===== src/swik_pkg.sv =====
// ----------------------------------------------------------------------------
// swik_pkg
// Shared types, codes and constants of the swerve inverse kinematics core.
// ----------------------------------------------------------------------------
package swik_pkg;

  localparam int MODULE_COUNT = 4;
  localparam int IDX_W        = $clog2(MODULE_COUNT);
  localparam int CORDIC_STEPS = 16;
  localparam int VW           = 20;        // wheel velocity component width
  localparam int SQ_W         = 2 * VW;    // sum of squares width
  localparam int SQRT_STEPS   = VW;        // one root bit per step
  localparam int ROOT_W       = VW;
  localparam int CW           = 44;        // CORDIC vector width
  localparam int DIV_STEPS    = 15;
  localparam int STEP_W       = 5;

  localparam logic OP_SOLVE = 1'b0;
  localparam logic OP_SEED  = 1'b1;

  localparam logic [1:0] MODE_DISABLED  = 2'd0;
  localparam logic [1:0] MODE_TRANSLATE = 2'd1;
  localparam logic [1:0] MODE_SPIN      = 2'd2;
  localparam logic [1:0] MODE_RESERVED  = 2'd3;

  localparam logic [1:0] ST_OK          = 2'd0;
  localparam logic [1:0] ST_NOT_SEEDED  = 2'd1;
  localparam logic [1:0] ST_BAD_MODE    = 2'd2;

  localparam logic [2:0] REG_POS_0     = 3'd0;
  localparam logic [2:0] REG_POS_1     = 3'd1;
  localparam logic [2:0] REG_POS_2     = 3'd2;
  localparam logic [2:0] REG_POS_3     = 3'd3;
  localparam logic [2:0] REG_MAX_SPEED = 3'd4;
  localparam logic [2:0] REG_THRESHOLD = 3'd5;

  typedef enum logic [3:0] {
    DP_NONE, DP_LOAD, DP_MUL_PY, DP_MUL_PX, DP_SQ_X, DP_SQ_Y, DP_SQRT_STEP,
    DP_CHECK, DP_CORDIC_STEP, DP_STORE, DP_SC_MUL, DP_DIV_STEP, DP_DIV_STORE,
    DP_FIN
  } swik_op_t;

  typedef struct packed {
    swik_op_t           op;
    logic [IDX_W-1:0]   idx;
    logic [STEP_W-1:0]  step;
  } swik_cmd_t;

  typedef struct packed {
    logic is_seed;
    logic err;
    logic moving;
    logic need_scale;
  } swik_stat_t;

  function automatic logic [31:0] atan_value(input logic [STEP_W-1:0] i);
    case (i)
      5'd0:  atan_value = 32'd536870912;
      5'd1:  atan_value = 32'd316933406;
      5'd2:  atan_value = 32'd167458907;
      5'd3:  atan_value = 32'd85004756;
      5'd4:  atan_value = 32'd42667331;
      5'd5:  atan_value = 32'd21354465;
      5'd6:  atan_value = 32'd10680862;
      5'd7:  atan_value = 32'd5340245;
      5'd8:  atan_value = 32'd2670163;
      5'd9:  atan_value = 32'd1335087;
      5'd10: atan_value = 32'd667544;
      5'd11: atan_value = 32'd333772;
      5'd12: atan_value = 32'd166886;
      5'd13: atan_value = 32'd83443;
      5'd14: atan_value = 32'd41722;
      5'd15: atan_value = 32'd20861;
      5'd16: atan_value = 32'd10430;
      5'd17: atan_value = 32'd5215;
      5'd18: atan_value = 32'd2608;
      5'd19: atan_value = 32'd1304;
      5'd20: atan_value = 32'd652;
      5'd21: atan_value = 32'd326;
      5'd22: atan_value = 32'd163;
      5'd23: atan_value = 32'd81;
      default: atan_value = 32'd0;
    endcase
  endfunction

endpackage


===== src/swik_controller.sv =====
// ----------------------------------------------------------------------------
// swik_controller
// Sequencer for the per-module solve, the speed scaling and the result hand-off.
// ----------------------------------------------------------------------------
module swik_controller import swik_pkg::*; (
  input  logic       clk,
  input  logic       rst,
  input  logic       in_valid,
  output logic       in_ready,
  output logic       out_valid,
  input  logic       out_ready,
  input  swik_stat_t stat,
  output swik_cmd_t  cmd
);

  typedef enum logic [3:0] {
    S_IDLE, S_DISPATCH, S_MUL_PY, S_MUL_PX, S_SQ_X, S_SQ_Y, S_SQRT, S_CHECK,
    S_CORDIC, S_STORE, S_SCALE_CHK, S_SC_MUL, S_DIV, S_DIV_STORE, S_FIN
  } state_t;

  state_t            state;
  logic [IDX_W-1:0]  idx;
  logic [STEP_W-1:0] step;
  logic              out_free;

  localparam logic [IDX_W-1:0] LAST_IDX = IDX_W'(MODULE_COUNT - 1);

  assign in_ready = (state == S_IDLE);
  assign out_free = !out_valid || out_ready;

  always_comb begin
    cmd.idx  = idx;
    cmd.step = step;
    case (state)
      S_IDLE:      cmd.op = in_valid ? DP_LOAD : DP_NONE;
      S_MUL_PY:    cmd.op = DP_MUL_PY;
      S_MUL_PX:    cmd.op = DP_MUL_PX;
      S_SQ_X:      cmd.op = DP_SQ_X;
      S_SQ_Y:      cmd.op = DP_SQ_Y;
      S_SQRT:      cmd.op = DP_SQRT_STEP;
      S_CHECK:     cmd.op = DP_CHECK;
      S_CORDIC:    cmd.op = DP_CORDIC_STEP;
      S_STORE:     cmd.op = DP_STORE;
      S_SC_MUL:    cmd.op = DP_SC_MUL;
      S_DIV:       cmd.op = DP_DIV_STEP;
      S_DIV_STORE: cmd.op = DP_DIV_STORE;
      S_FIN:       cmd.op = out_free ? DP_FIN : DP_NONE;
      default:     cmd.op = DP_NONE;
    endcase
  end

  always_ff @(posedge clk) begin
    if (rst) begin
      state     <= S_IDLE;
      idx       <= '0;
      step      <= '0;
      out_valid <= 1'b0;
    end else begin
      if (state == S_FIN && out_free) out_valid <= 1'b1;
      else if (out_ready)             out_valid <= 1'b0;
      case (state)
        S_IDLE: if (in_valid) state <= S_DISPATCH;
        S_DISPATCH: begin
          idx <= '0;
          state <= (stat.is_seed || stat.err) ? S_FIN : S_MUL_PY;
        end
        S_MUL_PY: state <= S_MUL_PX;
        S_MUL_PX: state <= S_SQ_X;
        S_SQ_X:   state <= S_SQ_Y;
        S_SQ_Y: begin
          step  <= '0;
          state <= S_SQRT;
        end
        S_SQRT: begin
          step <= step + 1'b1;
          if (step == STEP_W'(SQRT_STEPS - 1)) state <= S_CHECK;
        end
        S_CHECK: begin
          step  <= '0;
          state <= S_CORDIC;
        end
        S_CORDIC: begin
          step <= step + 1'b1;
          // Skip the rotation for a wheel that holds its angle.
          if (!stat.moving || step == STEP_W'(CORDIC_STEPS - 1)) state <= S_STORE;
        end
        S_STORE: begin
          if (idx == LAST_IDX) begin
            state <= S_SCALE_CHK;
          end else begin
            idx   <= idx + 1'b1;
            state <= S_MUL_PY;
          end
        end
        S_SCALE_CHK: begin
          idx   <= '0;
          state <= stat.need_scale ? S_SC_MUL : S_FIN;
        end
        S_SC_MUL: begin
          step  <= '0;
          state <= S_DIV;
        end
        S_DIV: begin
          step <= step + 1'b1;
          if (step == STEP_W'(DIV_STEPS - 1)) state <= S_DIV_STORE;
        end
        S_DIV_STORE: begin
          if (idx == LAST_IDX) begin
            state <= S_FIN;
          end else begin
            idx   <= idx + 1'b1;
            state <= S_SC_MUL;
          end
        end
        S_FIN: begin
          if (out_free) state <= S_IDLE;
        end
        default: state <= S_IDLE;
      endcase
    end
  end

endmodule


===== config.mk =====
export PLATFORM = sky130hd
export DESIGN_NAME = swik_controller
export DESIGN_NICKNAME = d
export VERILOG_FILES = /design/src/swik_pkg.sv /design/src/swik_controller.sv
export SDC_FILE = /design/constraint.sdc
export NUM_CORES = 1
export LEC_CHECK = 0
export ABC_CLOCK_PERIOD_IN_PS = 1900
export BUFFER_PORTS_ARGS = -buffer_cell sky130_fd_sc_hd__buf_2
export CELL_PAD_IN_SITES_DETAIL_PLACEMENT = 1
export CELL_PAD_IN_SITES_GLOBAL_PLACEMENT = 2
export CORE_ASPECT_RATIO = 1.1
export CORE_MARGIN = 4
export CORE_UTILIZATION = 26
export CTS_CLUSTER_SIZE = 12
export DETAILED_ROUTE_END_ITERATION = 8
export PLACE_DENSITY = 0.75
export SLEW_MARGIN = 10
export SYNTH_ARGS = -nofsm -noshare
export SYNTH_HDL_FRONTEND = slang
export SYNTH_SLANG_ARGS = --single-unit
export TNS_END_PERCENT = 1

===== constraint.sdc =====
create_clock -name clk -period 1.9 [get_ports clk]
set_input_delay 0.19 -clock clk [delete_from_list [all_inputs] [get_ports clk]]
set_output_delay 0.19 -clock clk [all_outputs]
set_load 0.02 [all_outputs]

== After elaboration in Yosys (flattened, before gate mapping) ==
Index checks and enable logic that the tools add are counted.

* Output and inout bits: 13
* Bits of input ports: 8
* Word-level logic and storage cells: 64
* Register bits: 12

* Add/subtract/negate cells: 2
* Eq/ne operators: 24
* Reduce and logical (&&, ||, !) cells: 16
* Multiplexer cells: 18

{| class="wikitable"
|+ Operators with widths
! kind !! count
|-
| one-hot mux 4 bit (15 select lines) || 1
|-
| one-hot mux 4 bit (13 select lines) || 1
|-
| two-way mux 4 bit || 8
|-
| equality test 4 bit (second input constant) || 7
|-
| equality test 4 x 3 -> 1 bit (second input constant) || 4
|-
| != test 2 bit (second input constant) || 6
|-
| equality test 5 x 4 -> 1 bit (second input constant) || 2
|-
| one-hot mux 5 bit (2 select lines) || 1
|-
| equality test 4 x 2 -> 1 bit (second input constant) || 2
|-
| two-way mux 3 bit || 2
|-
| nonzero test 2 bit || 3
|-
| OR reduction 3 bit || 2
|-
| adder 5 x 1 -> 5 bit (second input constant) || 1
|-
| equality test 5 bit (second input constant) || 1
|-
| AND reduction 5 bit || 1
|-
| equality test 4 x 1 -> 1 bit (second input constant) || 1
|-
| zero test 4 bit || 1
|-
| one-hot mux 2 bit (2 select lines) || 1
|-
| OR reduction 2 bit || 2
|-
| logical OR 1 bit || 3
|-
| two-way mux 1 bit || 3
|-
| adder 2 x 1 -> 2 bit (second input constant) || 1
|-
| equality test 2 bit (second input constant) || 1
|-
| zero test 1 bit || 2
|-
| 3 further kinds || 3
|}

== Logic depth before layout (Yosys ltp) ==
* Word-level depth: 4
* Mapped depth: 8
* Gate-level depth less buffers: 8

== Least setup slack after synthesis ==
OpenSTA, ideal clock, no wires.

* Kind: flip-flop to flip-flop
* Start point: register step[0]
* End point: register state[3]
* Slack: -129 ps
* Clock period less this slack: 2029 ps
* Cell stages (with the launch flop): 9
* Data arrival time: 1909 ps
* Required time: 1779 ps
* Path through: dfxtp_1 -> ha_1 -> and3_1 -> ha_1 -> nand3b_1 -> o21ai_0 -> a21oi_1 -> o31ai_2 -> mux2_2

* Longest elaborated chain between the ends: 4

{| class="wikitable"
|+ Ends and longest elaborated chain
! what !! line !! RTL
|-
| start: declaration || swik_controller.sv:23 || <nowiki>logic [STEP_W-1:0] step;</nowiki>
|-
| start signal: assignment || swik_controller.sv:75 || <nowiki>step <= step + 1'b1;</nowiki>
|-
| start signal: assignment || swik_controller.sv:83 || <nowiki>step <= step + 1'b1;</nowiki>
|-
| start signal: assignment || swik_controller.sv:104 || <nowiki>step <= step + 1'b1;</nowiki>
|-
| equality test 5 x 4 -> 1 bit || swik_controller.sv:85 || <nowiki>if (!stat.moving || step == STEP_W'(CORDIC_STEPS - 1)) state <= S_STORE;</nowiki>
|-
| logical OR 1 bit || swik_controller.sv:85 ||
|-
| != test 2 bit (no line) || n/a ||
|-
| AND reduction 5 bit (no line) (*) || n/a ||
|-
| end signal: assignment || swik_controller.sv:65 || <nowiki>state <= (stat.is_seed || stat.err) ? S_FIN : S_MUL_PY;</nowiki>
|-
| end signal: assignment || swik_controller.sv:97 || <nowiki>state <= stat.need_scale ? S_SC_MUL : S_FIN;</nowiki>
|-
| end: declaration || swik_controller.sv:21 || <nowiki>state_t state;</nowiki>
|}

Mark *: on every way between the ends. The rest lies on a longest branch, timed or not.
A chain may end at the register's enable or synchronous reset.

== Worst setup path in the final report ==
* Start point: register step[1]
* End point: register state[3]

Same word-level chain as after synthesis.

==> impl_table.tex <==
\begin{tabular}{lr}
\hline
Metric & Value \\
\hline
\multicolumn{2}{l}{\textbf{Status}} \\
\quad Status & finished clean \\
\multicolumn{2}{l}{\textbf{STA}} \\
\quad Final critical-path share of the clock period & between 90 and 100\% \\
\quad Final setup violation count & 0 \\
\quad Max Clk Rate & approximately 530 MHz \\
\quad Total negative setup slack & 0 ns \\
\quad Final critical-path required period & approximately 1.9 ns \\
\quad Final hold viol count & 0 \\
\quad Final-report max-slew violation count & 0 \\
\quad Setup repair after global routing missed its margin & yes \\
\quad Post-route clock skew & 0.00110 ns \\
\quad Worst rel slew slack & between 70 and 80\% \\
\quad Pin slew with the least headroom to its limit & between 0.4 and 0.5 ns \\
\multicolumn{2}{l}{\textbf{Floorplan}} \\
\quad Die Outline Area & $\sim$0.0046 mm2 \\
\quad Die outline height & about 71 um \\
\quad Width of the die & 65.0 um \\
\quad Core area & between 0.003 and 0.004 mm2 \\
\quad Rows & 22 \\
\quad Number of ports placed on the die boundary & 21 \\
\quad Starting density of the core & between 20\% and 30\% \\
\multicolumn{2}{l}{\textbf{Clocking}} \\
\quad TritonCTS clock tree & built \\
\quad Post-CTS Setup Bufs & 0 \\
\quad CTS Sinks & 12 \\
\quad Post-CTS clock slew at the launch and capture registers of the worst setup and hold paths & 0.08 ns \\
\quad Library cell used as clock root buffer & clkbuf\_4 \\
\quad Htree depth & 1 \\
\quad CTS hold repair buffers & 0 \\
\quad Clock Tree Buf Depth & 2 \\
\quad Clock insertion delay at the later pin of the skew report & about 0.26 ns \\
\quad Cts bufs inserted & 3 \\
\multicolumn{2}{l}{\textbf{Worst setup path}} \\
\quad Maximum fanout along the worst path & 2 \\
\quad Kind of launch point of the worst setup path & flop \\
\quad Critical path start-end classification & flop to flop \\
\quad Maximum single-stage delay on the critical path & about 0.36 ns \\
\quad Endpoint type of the worst setup path & flop \\
\quad Critical Path Most Common Cell & ha\_4 \\
\quad Critical path data required time & $\sim$2 ns \\
\quad CP max-delay cell & dfxtp\_4 \\
\quad Data arrival at the endpoint of the critical path & 2.04 ns \\
\quad Critical Path, Cell by Cell & ha\_4 > and3\_4 > ha\_4 > nand3b\_1 > o21ai\_2 > a21oi\_2 > o31ai\_2 > mux2\_4 \\
\multicolumn{2}{l}{\textbf{Global routing}} \\
\quad Maximum number of pins on one net before global-route repair & 18 \\
\quad Initial antenna violation count & 0 \\
\quad First-pass GRT wire length & roughly 4.7 mm \\
\quad Global route total overflow & 0 \\
\quad Vias in the first global route & $\sim$1,000 \\
\quad Tot GR Track Use & roughly an eighth \\
\multicolumn{2}{l}{\textbf{Placement}} \\
\quad Weighted congestion reported at the end of routability-driven placement & 0.770 \\
\quad Area post-placement & 0.00116 mm2 \\
\quad Buffers added on ports & 20 \\
\quad Post-DP HPWL & about 2.3 mm \\
\multicolumn{2}{l}{\textbf{Cells and area}} \\
\quad Count of fill cells added during filler insertion & about 420 \\
\quad Total number of nets in the final design & 170 \\
\quad Final Cell Area & 0.00122 mm2 \\
\quad Diode insertion count for antenna repair & 0 \\
\quad Most common library cell in the layout ignoring fill and taps & nor2\_1 \\
\quad Top library cells by usage in the layout, fill and taps aside & nor2\_1 (21), buf\_2 (19), a21oi\_1 (18) \\
\quad Area Overhead vs Synth & 31.3\% \\
\quad Fraction of layout instances using a drive strength above 1 & 31.8\% \\
\multicolumn{2}{l}{\textbf{Synth}} \\
\quad Register area share after synthesis & between 20\% and 30\% \\
\quad Area fraction of the dominant cell type after synthesis & between 20\% and 30\% \\
\quad Number of nets in the synthesized netlist & 141 \\
\quad Proportion of register bits with asynchronous set or reset after synthesis & 0\% \\
\quad Post-synthesis average cell area & 7.20 um2 \\
\quad Number of different library cells in the post-synthesis netlist & 40 \\
\quad Main synth FF type & dfxtp\_1 \\
\quad YS warnings & 0 \\
\quad Dominant cells by area after synthesis & dfxtp\_1 (26\%), a21oi\_1 (10\%), nor2\_1 (8.5\%), ha\_1 (5.4\%), nor2b\_1 (4.7\%) \\
\quad Number of enable-type register cells in the synthesized netlist & 0 \\
\quad Synth Instances & $\sim$130 \\
\quad Flip-flop and latch count after synthesis & 12 \\
\quad Area of the mapped netlist & 928 um2 \\
\quad Cell type with the largest total area after synthesis & dfxtp\_1 \\
\multicolumn{2}{l}{\textbf{Power}} \\
\quad Worst ir drop on vdd & $\sim$0.0004 V \\
\quad Leakage power figure & $\sim$0.52 nW \\
\quad Power density over cell area & approximately 1300 mW/mm2 \\
\multicolumn{2}{l}{\textbf{Drt}} \\
\quad Initial DRT Pass Iterations & 4 \\
\quad Detail Route Antenna Nets & 0 \\
\quad Routed wire per std cell & 14.2 um \\
\quad Vias per std cell & 4.98 \\
\quad Count of routing violations after the opening detailed-route iteration & between 50 and 60 \\
\quad Routed WL & 2.92 mm \\
\quad DR vias & between 1,000 and 1,500 \\
\quad DR DRC count & 0 \\
\multicolumn{2}{l}{\textbf{Hold path}} \\
\quad Hold Path Class & primary input to flop \\
\multicolumn{2}{l}{\textbf{Run}} \\
\quad MaxCap Viol Count & 0 \\
\hline
\end{tabular}
worst paths after layout:
| kind | start | to | slack (ns) | depth (start not counted) |
|---|---|---|---|---|
| max | step[1] | state[3] | 0.01 | 8 |
| min | rst | idx[0] | 0.26 | 2 |
| max reg2reg | step[1] | state[3] | 0.01 | 8 |
| min reg2reg | idx[1] | idx[1] | 0.53 | 2 |
cells by family (layout without fill, tap and decap cells):
| logic type | after synthesis | after routing | share of synthesized area, % |
|---|---|---|---|
| adder cells (fa/ha/maj) | 4 | 4 | 5.39 |
| AO/OA/AOI/OAI | 43 | 43 | 28.7 |
| buffers and inverters | 13 | 41 | 8.08 |
| flip-flops | 12 | 12 | 25.9 |
| multiplexers | 2 | 2 | 2.29 |
| XOR/XNOR | 1 | 1 | 0.944 |
| AND/OR/NAND/NOR | 54 | 54 | 28.7 |
registers in the layout, indices dropped and copies added (netlist names):
name and flops:
step 5, state 4, idx 2, out_valid 1
synth_stat cells (2+ instances only):
cell type and n:
o21a_1 2, nor3_1 2, or3_1 2, a31oi_1 2, nor2_1 21, a21oi_1 19, nor4_1 3, a21o_1 3
o21ai_0 8, nor2b_1 7, dfxtp_1 12, buf_2 3, nand2b_1 3, nand2_1 8, nand3b_1 2, inv_1 5
ha_1 4
layout make-up:
| cell class | count | area (um2) | area share, % |
|---|---|---|---|
| clock buffers | 4 | 36.3 | 2.98 |
| inverters | 5 | 18.8 | 1.54 |
| multi-input cells | 104 | 659 | 54.1 |
| flip-flops and latches | 12 | 251 | 20.6 |
| well taps | 48 | 60.1 | 4.93 |
| repair buffers | 32 | 193 | 15.8 |
critical path, delay by kind of cell, from the launching register on:
family / cells / cell delay [ns]
AO/OA/AOI/OAI: 3 / 0.46
flip-flops: 1 / 0.36
AND/OR/NAND/NOR: 2 / 0.35
multiplexers: 1 / 0.33
adder cells (fa/ha/maj): 2 / 0.29
stage by stage:
stage | power, W | utilization [%] | hold WS [ns] | worst slack (ns) | instances
2_1_floorplan | 0.00104 | - | 0.370 | -0.00740 | 129
3_3_place_gp | 0.00131 | 34.3 | 0.496 | 0.0883 | 201
3_5_place_dp | 0.00133 | 34.3 | 0.520 | 0.00193 | 201
4_1_cts | 0.00154 | 35.4 | 0.266 | 0.00718 | 205
5_1_grt | 0.00170 | 36.0 | 0.257 | -0.0529 | 205
6_report | 0.00156 | 36.0 | 0.262 | 0.0142 | 205
where the power goes:
part           total (W)  internal (W)  switching (W)
logic           0.000971      0.000406       0.000565
registers       0.000395      0.000307      0.0000880
clock network   0.000199      0.000116      0.0000826
total            0.00156      0.000829       0.000735
metal layers:
layer	share of wire (%)	up-vias	track usage (%)
li1	-	517	-
met1	47	484	16.5
met2	49	15	22.5
met3	2.8	4	2.22
met4	1.2	0	3.99
met5	0	-	0
repair_timing:
| item | 4_1_cts | 5_1_grt |
|---|---|---|
| endpoints found under the setup margin | 2 | 3 |
| resized for setup | 1 | 9 |
| gates cloned | 0 | 0 |
| pin swaps | 1 | 1 |
(Power assumes the default switching activity.)
